<file path="config.mk">
export PLATFORM = sky130hd
export DESIGN_NAME = bba_size_order
export DESIGN_NICKNAME = d
export VERILOG_FILES = /design/src/hw/rtl/bba_pkg.sv /design/src/hw/rtl/bba_size_order.sv
export SDC_FILE = /design/constraint.sdc
export NUM_CORES = 1
export LEC_CHECK = 0
export BUFFER_PORTS_ARGS = -buffer_cell sky130_fd_sc_hd__buf_2
export CAP_MARGIN = 15
export CELL_PAD_IN_SITES_DETAIL_PLACEMENT = 0
export CELL_PAD_IN_SITES_GLOBAL_PLACEMENT = 2
export CORE_MARGIN = 3
export CORE_UTILIZATION = 39
export DETAILED_ROUTE_END_ITERATION = 6
export PLACE_DENSITY = 0.92
export SETUP_SLACK_MARGIN = 0.05
export SLEW_MARGIN = 20
export SYNTH_ARGS = -nofsm -noshare
export SYNTH_HDL_FRONTEND = slang
export SYNTH_SLANG_ARGS = --single-unit
</file>
<file path="constraint.sdc">
create_clock -name vclk -period 4.83
set_input_delay 0.2415 -clock vclk [all_inputs]
set_output_delay 0.2415 -clock vclk [all_outputs]
set_load 0.02 [all_outputs]
</file>
<file path="src/hw/rtl/bba_pkg.sv">
// ----------------------------------------------------------------------------
// bba_pkg
// Shared types and fixed geometry of the buddy block allocator.
// ----------------------------------------------------------------------------
package bba_pkg;

  localparam int unsigned MinOrd   = 5;
  localparam int unsigned MaxOrd   = 16;
  localparam int unsigned HdrBytes = 8;
  localparam int unsigned NumBins  = MaxOrd - MinOrd + 1;
  localparam int unsigned BinW     = $clog2(NumBins);
  localparam int unsigned GranW    = MaxOrd - MinOrd;
  localparam int unsigned NumGran  = 1 << GranW;
  localparam int unsigned LinkW    = GranW + 1;
  localparam int unsigned SizeW    = 20;
  localparam int unsigned OffW     = 16;
  localparam int unsigned OrdW     = 5;
  localparam int unsigned MetaW    = BinW + 1;

  // link code for the end of a list
  localparam logic [LinkW-1:0] LinkNull = LinkW'(NumGran);

  typedef enum logic {
    OP_ALLOC = 1'b0,
    OP_FREE  = 1'b1
  } op_e;

  typedef enum logic [3:0] {
    S_IDLE,
    S_CLR,
    S_SEED,
    S_A_FIND,
    S_A_DONE,
    S_UNL,
    S_PUSH,
    S_PUSH2,
    S_F_CHK,
    S_F_BRD,
    S_F_BCHK,
    S_OUT
  } state_e;

  typedef struct packed {
    logic             operation;
    logic [SizeW-1:0] request_size;
    logic [OffW-1:0]  user_offset;
  } in_word_t;

  typedef struct packed {
    logic [OffW-1:0] granted_offset;
    logic            ok;
  } out_word_t;

endpackage

</file>
<file path="src/hw/rtl/bba_size_order.sv">
// ----------------------------------------------------------------------------
// bba_size_order
// Maps an allocate size to its bin index and flags sizes that are refused.
// ----------------------------------------------------------------------------
module bba_size_order (
  input  logic [bba_pkg::SizeW-1:0] request_size_i,
  output logic [bba_pkg::BinW-1:0]  bin_idx_o,
  output logic                      reject_o
);

  localparam int unsigned TotW = bba_pkg::SizeW + 1;

  logic [TotW-1:0] total;
  logic [TotW-1:0] vm1;
  logic [4:0]      blen;

  assign total = TotW'(request_size_i) + TotW'(bba_pkg::HdrBytes);
  assign vm1   = total - TotW'(1);

  always_comb begin
    blen = '0;
    for (int i = 0; i < TotW; i++) begin
      if (vm1[i]) blen = 5'(i + 1);
    end
  end

  assign reject_o = (request_size_i == '0) ||
                    (total > TotW'(64'd1 << bba_pkg::MaxOrd));

  always_comb begin
    if (blen <= 5'(bba_pkg::MinOrd)) begin
      bin_idx_o = '0;
    end else begin
      bin_idx_o = bba_pkg::BinW'(blen - 5'(bba_pkg::MinOrd));
    end
  end

endmodule

</file>
# After elaboration in Yosys (flattened, before gate mapping)
# Cells that the tools add are included.
# word_totals
wordCells,29
regBits,0
# classes
muxes,22
n_lt_le_gt_ge,2
n_reduce_logical,2
add_sub_neg,3
# op_table
cell,count
5-bit two-way mux,20
20-bit by 4-bit adder with 21-bit output (second input constant),1
21-bit by 17-bit > comparator with 1-bit output (second input constant),1
21-bit by 1-bit subtractor with 21-bit output (second input constant),1
20-bit logical NOT,1
5-bit by 3-bit less-or-equal comparator with 1-bit output (second input constant),1
4-bit two-way mux,1
4-bit by 3-bit subtractor with 4-bit output (second input constant),1
1-bit logical OR,1
1-bit two-way mux,1

# Longest topological paths before layout
# Gate-level depths: netlist (run 1).
# depth
depth_word,25
depth_mapped,19
depth_no_buf,16

# Worst setup path after synthesis (run 1)
# Ideal clock, no wire load.
# synth_timing
path_kind,input-to-output
startpoint,in request_size_i[0] (netlist bit)
endpoint,out bin_idx_o[2] (netlist bit)
arrival_time_ns,3.654
stages,16
slack_ns,0.935
cell_sequence,inv_1 -> ha_1 -> clkbuf_1 -> and4bb_2 -> nand2_1 -> nor3_1 -> o211ai_1 -> or4b_1 -> xor2_1 -> nand2b_1 -> and4_4 -> buf_6 -> inv_1 -> ha_1 -> inv_1 -> o41ai_1
# synth_via
elab_chain_cells,25
elab_cells_between_ends,26
classes_between,add/sub (3); order compare (1); mux (22)
# synth_rtl
item,line_no,text
start: declaration,bba_size_order.sv:6,"input logic [bba_pkg::SizeW-1:0] request_size_i,"
20-bit by 4-bit adder with 21-bit output (*),bba_size_order.sv:17,assign total = TotW'(request_size_i) + TotW'(bba_pkg::HdrBytes);
21-bit by 1-bit subtractor with 21-bit output (*),bba_size_order.sv:18,assign vm1 = total - TotW'(1);
1-bit two-way mux,bba_size_order.sv:23,if (vm1[i]) blen = 5'(i + 1);
5-bit two-way mux (19 in series),bba_size_order.sv:23,
5-bit two-way mux (*),bba_size_order.sv:23,
4-bit by 3-bit subtractor with 4-bit output or 5-bit by 3-bit less-or-equal comparator with 1-bit output (tied branches),"bba_size_order.sv:34, bba_size_order.sv:31",
4-bit two-way mux (*),bba_size_order.sv:31,if (blen <= 5'(bba_pkg::MinOrd)) begin
end: declaration,bba_size_order.sv:7,"output logic [bba_pkg::BinW-1:0] bin_idx_o,"
# Every way passes the cells marked *; elsewhere a longest branch is shown, timed or not.

# Worst setup path after layout (run 1)
# layout_timing
startpoint,in request_size_i[4] (netlist bit)
endpoint,out bin_idx_o[2] (netlist bit)
# layout_via
elab_chain_cells,21
elab_cells_between_ends,22
classes_between,add/sub (3); order compare (1); mux (18)
# layout_rtl
item,line_no
20-bit by 4-bit adder with 21-bit output (*),bba_size_order.sv:17
21-bit by 1-bit subtractor with 21-bit output (*),bba_size_order.sv:18
5-bit two-way mux (16 in series),bba_size_order.sv:23
5-bit two-way mux (*),bba_size_order.sv:23
4-bit by 3-bit subtractor with 4-bit output or 5-bit by 3-bit less-or-equal comparator with 1-bit output (tied branches),"bba_size_order.sv:34, bba_size_order.sv:31"
4-bit two-way mux (*),bba_size_order.sv:31
# Marks and branches as above.

==> results of run 1 <==
-- worst max-delay path by stage --
stage                            startpoint           end  cells after the start
after floorplan           request_size_i[0]  bin_idx_o[2]                     16
after global placement    request_size_i[4]  bin_idx_o[2]                     17
after detailed placement  request_size_i[4]  bin_idx_o[2]                     17
after CTS                 request_size_i[4]  bin_idx_o[2]                     17
after global routing      request_size_i[4]  bin_idx_o[2]                     17
final                     request_size_i[4]  bin_idx_o[2]                     17
-- cell usage in the layout (no fill, tap or decap), drive strengths merged, types with 4 or more instances in the layout --
| master | synthesis | routed |
|---|---|---|
| a21oi | 14 | 14 |
| and2 | 6 | 6 |
| and3 | 5 | 5 |
| and4 | 6 | 6 |
| buf | 8 | 27 |
| ha | 7 | 7 |
| inv | 7 | 7 |
| nand2 | 22 | 22 |
| nand3 | 15 | 15 |
| nand4 | 16 | 16 |
| nor2 | 17 | 17 |
| nor2b | 4 | 4 |
| nor3 | 21 | 21 |
| nor4 | 8 | 8 |
| o2111ai | 4 | 4 |
| o211ai | 4 | 4 |
| o21a | 5 | 5 |
| o21ai | 14 | 14 |
| o22ai | 6 | 6 |
| or2 | 4 | 4 |
| or3 | 8 | 8 |
| xnor2 | 18 | 18 |
| xor2 | 8 | 8 |
-- cells by family (layout without fill, tap and decap cells) --
logic type | count (synthesis) | count (layout) | synth area share (%)
buffers and inverters | 28 | 34 | 9.879
muxes | 2 | 2 | 0.9190
and+or+nand+nor | 145 | 145 | 41.30
AOI/OAI and AO/OA | 89 | 89 | 32.05
adders and majority gates | 7 | 7 | 4.020
xor gates and xnor gates | 26 | 26 | 11.83
-- final cells by class --
type | instances | area share, %
inverter | 7 | 1.185
multi-input combinational | 269 | 88.54
tap | 70 | 3.950
timing repair buffer | 27 | 6.321
-- synth_stat cells, types with 5 or more instances --
library cell	count	area, µm²
or3_1	7	43.79
xor2_1	7	61.31
nor3_1	21	105.1
clkbuf_8	7	96.34
clkbuf_1	6	22.52
o21ai_0	11	55.05
and2_1	5	31.28
nand3_1	14	70.07
ha_1	7	87.58
a21oi_1	13	65.06
nand4_1	13	81.33
o22ai_1	6	37.54
buf_6	5	56.30
nor2_1	16	60.06
inv_1	7	26.28
nor4_1	5	31.28
xnor2_1	15	131.4
nand2_1	22	82.58
-- power breakdown --
group          leakage [nW]  internal, W  switching (W)
sequential                0            0              0
clock                     0            0              0
combinational         0.657    0.0000599       0.000106
-- through the flow --
step | cell area [µm²] | cells | setup slack, ns
2_1_floorplan | 2178 | 297 | 0.9348
3_5_place_dp | 2217 | 373 | 0.6762
6_report | 2217 | 373 | 0.6516
5_1_grt | 2217 | 373 | 0.2131
4_1_cts | 2217 | 373 | 0.6690
3_3_place_gp | 2217 | 373 | 0.7428
-- routing by layer --
layer | vias to the layer above | wire (µm)
met2 | 76 | 2775
met4 | 0 | 82
met3 | 8 | 323
met5 | - | 0
li1 | 1190 | -
met1 | 1091 | 3027
-- worst max-delay path: stages --
cell and delay (ns):
buf_2 0.18, ha_1 0.40, nand4_1 0.33, nor4_2 0.53, nand2_1 0.11, o21ai_1 0.25, or4b_1 0.48, xor2_1 0.29
nand2b_1 0.15, and4_4 0.26, inv_1 0.05, ha_1 0.16, inv_1 0.08, a211oi_1 0.05, a21oi_1 0.13, o41ai_1 0.08
buf_2 0.17
==> results.json, run 1 <==
{
  "worstPathArrival_ns": 3.94,
  "critical_path_class": "input port to output port",
  "critPathLaunchType": "input port",
  "slew_headroom_pct": 44.90,
  "tightest_slew_ns": 0.8056,
  "hold_ws_ns": 1.050,
  "n_antenna_cell": 0,
  "ioPinCount": 25,
  "numPortBuffers": 25,
  "postCtsSetupBuffers": 0,
  "p_total_w": 0.0001661,
  "hold_depth": 5,
  "first_global_vias": 2240,
  "post-route-util_pct": 42.33,
  "finalSetupViolations": 0,
  "dieHeight_um": 80.74,
  "status": "complete, no violations",
  "antenna_found_initial": 0,
  "syn-cell-area_um2": 2178,
  "drc": 0,
  "fin_crit_ns": 4.178,
  "worstPathRequired_ns": 4.59,
  "synth-seq-area-share_pct": 0,
  "rsz0062_at_grt": "false",
  "worstHoldPathType": "input port to output port",
  "use_met1_pct": 29.86,
  "fillCellCount": 547,
  "hp-start": "request_size_i[15]",
  "synthDistinctLibCells": 84,
  "power_density_nw_per_um2": 74.91,
  "path_max_fanout": 9,
  "synth_nets": 324,
  "ant_nets": 0,
  "area_growth_pct": 1.781,
  "first_pass_iters": 4,
  "drv_slew": 0,
  "layout.nets": 332,
  "drive_above_1_share_pct": 20.13,
  "hpwl_um": 4907,
  "core_area_um2": 5238,
  "n_clock_buffer": 0,
  "min_to": "reject_o",
  "setup_tns_ns": 0,
  "cts-resized-gates": 0,
  "initialDrtViolationCount": 120,
  "multi_input_area_um2": 1963,
  "dieArea_um2": 6518,
  "vias": 2365,
  "max-cap-violations": 0,
  "grt.met2_usage_pct": 32.95,
  "busiest_layer": "met2",
  "grt_max_degree": 19,
  "finalHoldViolCount": 0,
  "hold_buffers": 0,
  "irDropWorstVdd_uv": 42.33,
  "post_drt_wl_per_cell_um": 16.65,
  "vias_per_cell": 6.340,
  "netlist_instances": 297,
  "fp-row-count": 26,
  "yosys_warnings": 0,
  "seq_area_um2": 0,
  "routed_wl_um": 6209,
  "grt_pass1_wl_um": 10920,
  "syn_area_per_cell_um2": 7.334,
  "fmax_mhz": 239.3,
  "met3_usage_pct": 0.9978,
  "crit_path_end_kind": "output port",
  "place.gp.congestion": 0.8505,
  "die_width_um": 80.74,
  "seq_cells": 0,
  "gr-usage-all-layers_pct": 20.10,
  "p_leak_nw": 0.6569,
  "grt-ovfl-total": 0,
  "start_util_pct": 41.59,
  "final.period_utilization_pct": 86.51
}
Power figures use the tool's default switching activity.
==> inputs of run 2 (changes only) <==
--- a/config.mk
+++ b/config.mk
@@ -5,13 +5,14 @@
 export SDC_FILE = /design/constraint.sdc
 export NUM_CORES = 1
 export LEC_CHECK = 0
-export BUFFER_PORTS_ARGS = -buffer_cell sky130_fd_sc_hd__buf_2
+export BUFFER_PORTS_ARGS = -buffer_cell sky130_fd_sc_hd__buf_4
 export CAP_MARGIN = 15
 export CELL_PAD_IN_SITES_DETAIL_PLACEMENT = 0
 export CELL_PAD_IN_SITES_GLOBAL_PLACEMENT = 2
 export CORE_MARGIN = 3
 export CORE_UTILIZATION = 39
 export DETAILED_ROUTE_END_ITERATION = 6
+export GPL_TIMING_DRIVEN = 0
 export PLACE_DENSITY = 0.92
 export SETUP_SLACK_MARGIN = 0.05
 export SLEW_MARGIN = 20
==> results.json, run 2 (synthesis results as in run 1) <==
{
  "status": "complete, no violations",
  "hp-start": "request_size_i[15]",
  "startpoint": "request_size_i[0]",
  "crit_path_end_kind": "output port",
  "slew_headroom_pct": 41.13,
  "place.gp.congestion": 0.8368,
  "seq_area_um2": 0,
  "cts-resized-gates": 0,
  "gr-usage-all-layers_pct": 19.87,
  "place_area_um2": 2424,
  "first_global_vias": 2154,
  "dieArea_um2": 6518,
  "p_clk_share_pct": 0,
  "layout.nets": 347,
  "drv_slew": 0,
  "final.period_utilization_pct": 88.03,
  "routed_wl_um": 6351,
  "initialDrtViolationCount": 145,
  "finalHoldViolCount": 0,
  "fin_area_um2": 2424,
  "worstHoldPathType": "input port to output port",
  "post_drt_wl_per_cell_um": 16.37,
  "vias": 2425,
  "worstPathRequired_ns": 4.59,
  "max-cap-violations": 0,
  "grt_pass1_wl_um": 10710,
  "finalSetupViolations": 0,
  "drive_above_1_share_pct": 21.70,
  "fp-row-count": 26,
  "seqPwrFrac_pct": 0,
  "critPathLaunchType": "input port",
  "die_width_um": 80.74,
  "numPortBuffers": 21,
  "p_leak_nw": 0.7489,
  "critical_path_class": "input port to output port",
  "irDropWorstVdd_uv": 34.49,
  "p_total_w": 0.0001857,
  "ioPinCount": 25,
  "hold_buffers": 0,
  "final_cell_mix": "nand2_1 (22), nor3_1 (21), buf_4 (21), nor2_1 (16), xnor2_1 (15)",
  "worstPathArrival_ns": 4.01,
  "grt_max_degree": 11,
  "postCtsSetupBuffers": 0,
  "seq_cells": 0,
  "rsz0062_at_grt": "false",
  "ant_nets": 0,
  "first_pass_iters": 5,
  "power_density_nw_per_um2": 76.61,
  "setup_tns_ns": 0,
  "sw_frac_of_total_pct": 58.61,
  "n_antenna_cell": 0,
  "start_util_pct": 41.59,
  "fin_crit_ns": 4.252,
  "hpwl_um": 5131,
  "area_growth_pct": 11.26,
  "p_sw_w": 0.0001088,
  "fmax_mhz": 235.2,
  "dieHeight_um": 80.74,
  "internal_power_w": 0.00007686,
  "tightest_slew_ns": 0.8768,
  "final_common_cell": "nand2_1",
  "vias_per_cell": 6.250,
  "drc": 0,
  "path_max_fanout": 7,
  "combPwrFrac_pct": 100.0,
  "n_clock_buffer": 0,
  "grt-ovfl-total": 0,
  "antenna_found_initial": 0,
  "core_area_um2": 5238
}
[run 2: worst paths after layout]
kind	slack, ns	end	depth (start not counted)
setup / recovery	0.58	bin_idx_o[2]	20
hold / removal	1.04	reject_o	5
[run 2: critical path: stages]
cell	delay (ns)
buf_4	0.13
inv_1	0.10
ha_1	0.15
clkbuf_1	0.26
and4bb_2	0.30
nand2_1	0.12
nor3_1	0.34
o211ai_1	0.28
or4b_1	0.54
xor2_1	0.35
nand2b_1	0.16
and4_4	0.21
buf_6	0.11
inv_1	0.04
ha_1	0.16
inv_1	0.08
a211oi_1	0.05
a21oi_1	0.13
o41ai_1	0.08
buf_4	0.17
[run 2: power groups by stage]
stage	combinational [W]	clock, W	sequential (W)
global route	0.000204	0	0
detailed placement	0.000184	0	0
global placement	0.000184	0	0
finish	0.000186	0	0
floorplan	0.000132	0	0
CTS	0.000185	0	0
[run 2: area by class of cell]
class / instances / area (µm²)
buffer: 21 / 188.9
fill: 528 / 2814
inverter: 7 / 26.28
multi-input combinational: 269 / 1963
tap: 70 / 87.58
timing repair buffer: 21 / 157.7
[run 2: stage by stage]
step	hold slack, ns	setup slack (ns)	utilization, %	instances
floorplan	0.8106	0.9348	-	297
global placement	1.027	0.5816	46.27	388
detailed placement	1.032	0.5652	46.27	388
CTS	1.037	0.5606	46.27	388
global route	1.092	0.1957	46.27	388
finish	1.040	0.5781	46.27	388
[run 2: metal layers]
metal	vias up	track usage [%]	routed length (µm)
li1	1224	-	-
met1	1133	30.46	3215
met2	68	33.03	2857
met3	0	0.1109	278
met4	0	0.1689	0
met5	-	0	0
==> inputs of run 3 (changes only) <==
--- a/config.mk
+++ b/config.mk
@@ -10,10 +10,10 @@
 export CELL_PAD_IN_SITES_DETAIL_PLACEMENT = 0
 export CELL_PAD_IN_SITES_GLOBAL_PLACEMENT = 2
 export CORE_MARGIN = 3
-export CORE_UTILIZATION = 39
+export CORE_UTILIZATION = 33
 export DETAILED_ROUTE_END_ITERATION = 6
 export GPL_TIMING_DRIVEN = 0
-export PLACE_DENSITY = 0.92
+export PLACE_DENSITY = 0.83
 export SETUP_SLACK_MARGIN = 0.05
 export SLEW_MARGIN = 20
 export SYNTH_ARGS = -nofsm -noshare
==> constraint.sdc (replaced) <==
create_clock -name vclk -period 3.5
set_input_delay 0.175 -clock vclk [all_inputs]
set_output_delay 0.175 -clock vclk [all_outputs]
set_load 0.02 [all_outputs]
==> results.json, run 3 (synthesis results as in run 1) <==
{
  "status": "complete, no violations",
  "max-cap-violations": 0,
  "fmax_mhz": 288.9,
  "area_growth_pct": 44.74,
  "hp-start": "request_size_i[16]",
  "multi_input_area_um2": 2384,
  "antenna_found_initial": 0,
  "finalHoldViolCount": 0,
  "combPwrFrac_pct": 100.0,
  "grt_max_degree": 11,
  "p_leak_nw": 1.038,
  "critPathLaunchType": "input port",
  "worstPathArrival_ns": 3.29,
  "n_clock_buffer": 0,
  "vias": 2580,
  "grt_pass1_wl_um": 12510,
  "start_util_pct": 35.33,
  "fillCellCount": 590,
  "path_cells": "buf_12 > ha_4 > xnor2_4 > nand4_4 > a2111o_1 > or3_4 > buf_6 > nor2_4 > mux2i_1 > nand3b_1 > and4_4 > inv_4 > ha_4 > inv_4 > a211oi_2 > a21oi_1 > o41ai_2 > buf_4",
  "min_to": "reject_o",
  "fp-row-count": 28,
  "wl_met1_um": 3577,
  "gr-usage-all-layers_pct": 19.76,
  "ant_nets": 0,
  "place.gp.congestion": 0.8154,
  "critical_path_class": "input port to output port",
  "slew_headroom_pct": 59.96,
  "hold_ws_ns": 0.8645,
  "internal_power_w": 0.0001546,
  "core_area_um2": 6166,
  "p_clk_share_pct": 0,
  "first_pass_iters": 4,
  "wl_met2_um": 3672,
  "first_global_vias": 2560,
  "final_common_cell": "buf_4",
  "power_density_nw_per_um2": 109.2,
  "routed.top_layer": "met4",
  "dieHeight_um": 87.25,
  "hold_buffers": 0,
  "dieArea_um2": 7612,
  "hpwl_um": 5298,
  "path_max_fanout": 8,
  "final_cell_mix": "buf_4 (54), nand2_1 (18), nor3_1 (18), nor2_1 (14)",
  "post-route-util_pct": 51.14,
  "hold_depth": 5,
  "irDropWorstVdd_uv": 65.98,
  "tightest_slew_ns": 0.5963,
  "worstHoldPathType": "input port to output port",
  "p_sw_w": 0.0001896,
  "seq_cells": 0,
  "final.period_utilization_pct": 98.88,
  "sw_frac_of_total_pct": 55.09,
  "dr_wl_met3_um": 179,
  "post_drt_wl_per_cell_um": 17.67,
  "seqPwrFrac_pct": 0,
  "ioPinCount": 25,
  "die_width_um": 87.25,
  "grt-ovfl-total": 0,
  "slowest_stage": "a2111o_1",
  "drc": 0,
  "routed_wl_um": 7511,
  "fin_crit_ns": 3.461,
  "crit_path_end_kind": "output port",
  "drive_above_1_share_pct": 42.86,
  "n_antenna_cell": 0,
  "vias_per_cell": 6.071,
  "cpPeakStageDelay_ns": 0.58,
  "worstPathRequired_ns": 3.32,
  "rsz0062_at_grt": "true",
  "finalSetupViolations": 0,
  "seq_area_um2": 0,
  "initialDrtViolationCount": 104,
  "layout.nets": 379,
  "drv_slew": 0,
  "numPortBuffers": 21
}
run 3: critical path: cells and delay by family:
| family | cells | cell delay, ns |
|---|---|---|
| and+or+nand+nor | 5 | 1.07 |
| AOI/OAI and AO/OA | 4 | 0.87 |
| buffers and inverters | 5 | 0.51 |
| adders and majority gates | 2 | 0.37 |
| muxes | 1 | 0.08 |
| xor gates and xnor gates | 1 | 0.19 |
run 3: worst max path at each step:
stage / startpoint / to / slack (ns)
2_1_floorplan: request_size_i[3] / bin_idx_o[0] / -0.02
3_3_place_gp: request_size_i[0] / bin_idx_o[2] / -0.68
3_5_place_dp: request_size_i[0] / bin_idx_o[2] / -0.72
4_1_cts: request_size_i[3] / bin_idx_o[2] / 0.05
5_1_grt: request_size_i[5] / bin_idx_o[2] / -0.11
6_report: request_size_i[3] / bin_idx_o[2] / 0.04
run 3: per-stage QoR:
step / std cells / setup WS (ns) / total power (W) / setup TNS, ns / area, µm²
finish: 425 / 0.03909 / 0.0003442 / 0 / 3153
global route: 425 / -0.1067 / 0.0003709 / -0.1915 / 3153
CTS: 413 / 0.04997 / 0.0003203 / 0 / 3014
detailed placement: 393 / -0.7242 / 0.0002575 / -2.299 / 2437
global placement: 393 / -0.6787 / 0.0002570 / -2.200 / 2437
floorplan: 297 / -0.01744 / 0.0001851 / -0.03384 / 2186
run 3: power by group through the flow:
stage | clock, W | sequential [W] | combinational, W
6_report | 0 | 0 | 0.000344
2_1_floorplan | 0 | 0 | 0.000185
3_5_place_dp | 0 | 0 | 0.000257
4_1_cts | 0 | 0 | 0.000320
3_3_place_gp | 0 | 0 | 0.000257
5_1_grt | 0 | 0 | 0.000371
run 3: layout make-up:
type               count  share of cell area [%]
repair buffers        58                   15.12
well taps             75                   2.976
plain buffers         16                   5.317
inverters              7                  0.9921
multi-input cells    269                   75.60
run 3: metal layers:
metal	vias up	global-route usage [%]
met5	-	0
met2	47	34.93
met1	1233	27.34
met3	8	0.8515
met4	0	1.953
li1	1292	-
run 3: what timing repair did:
action                     CTS  global route
buffers inserted            23            14
setup endpoints to repair    4             4
gates resized for setup     71            15
pin swaps                   32            23
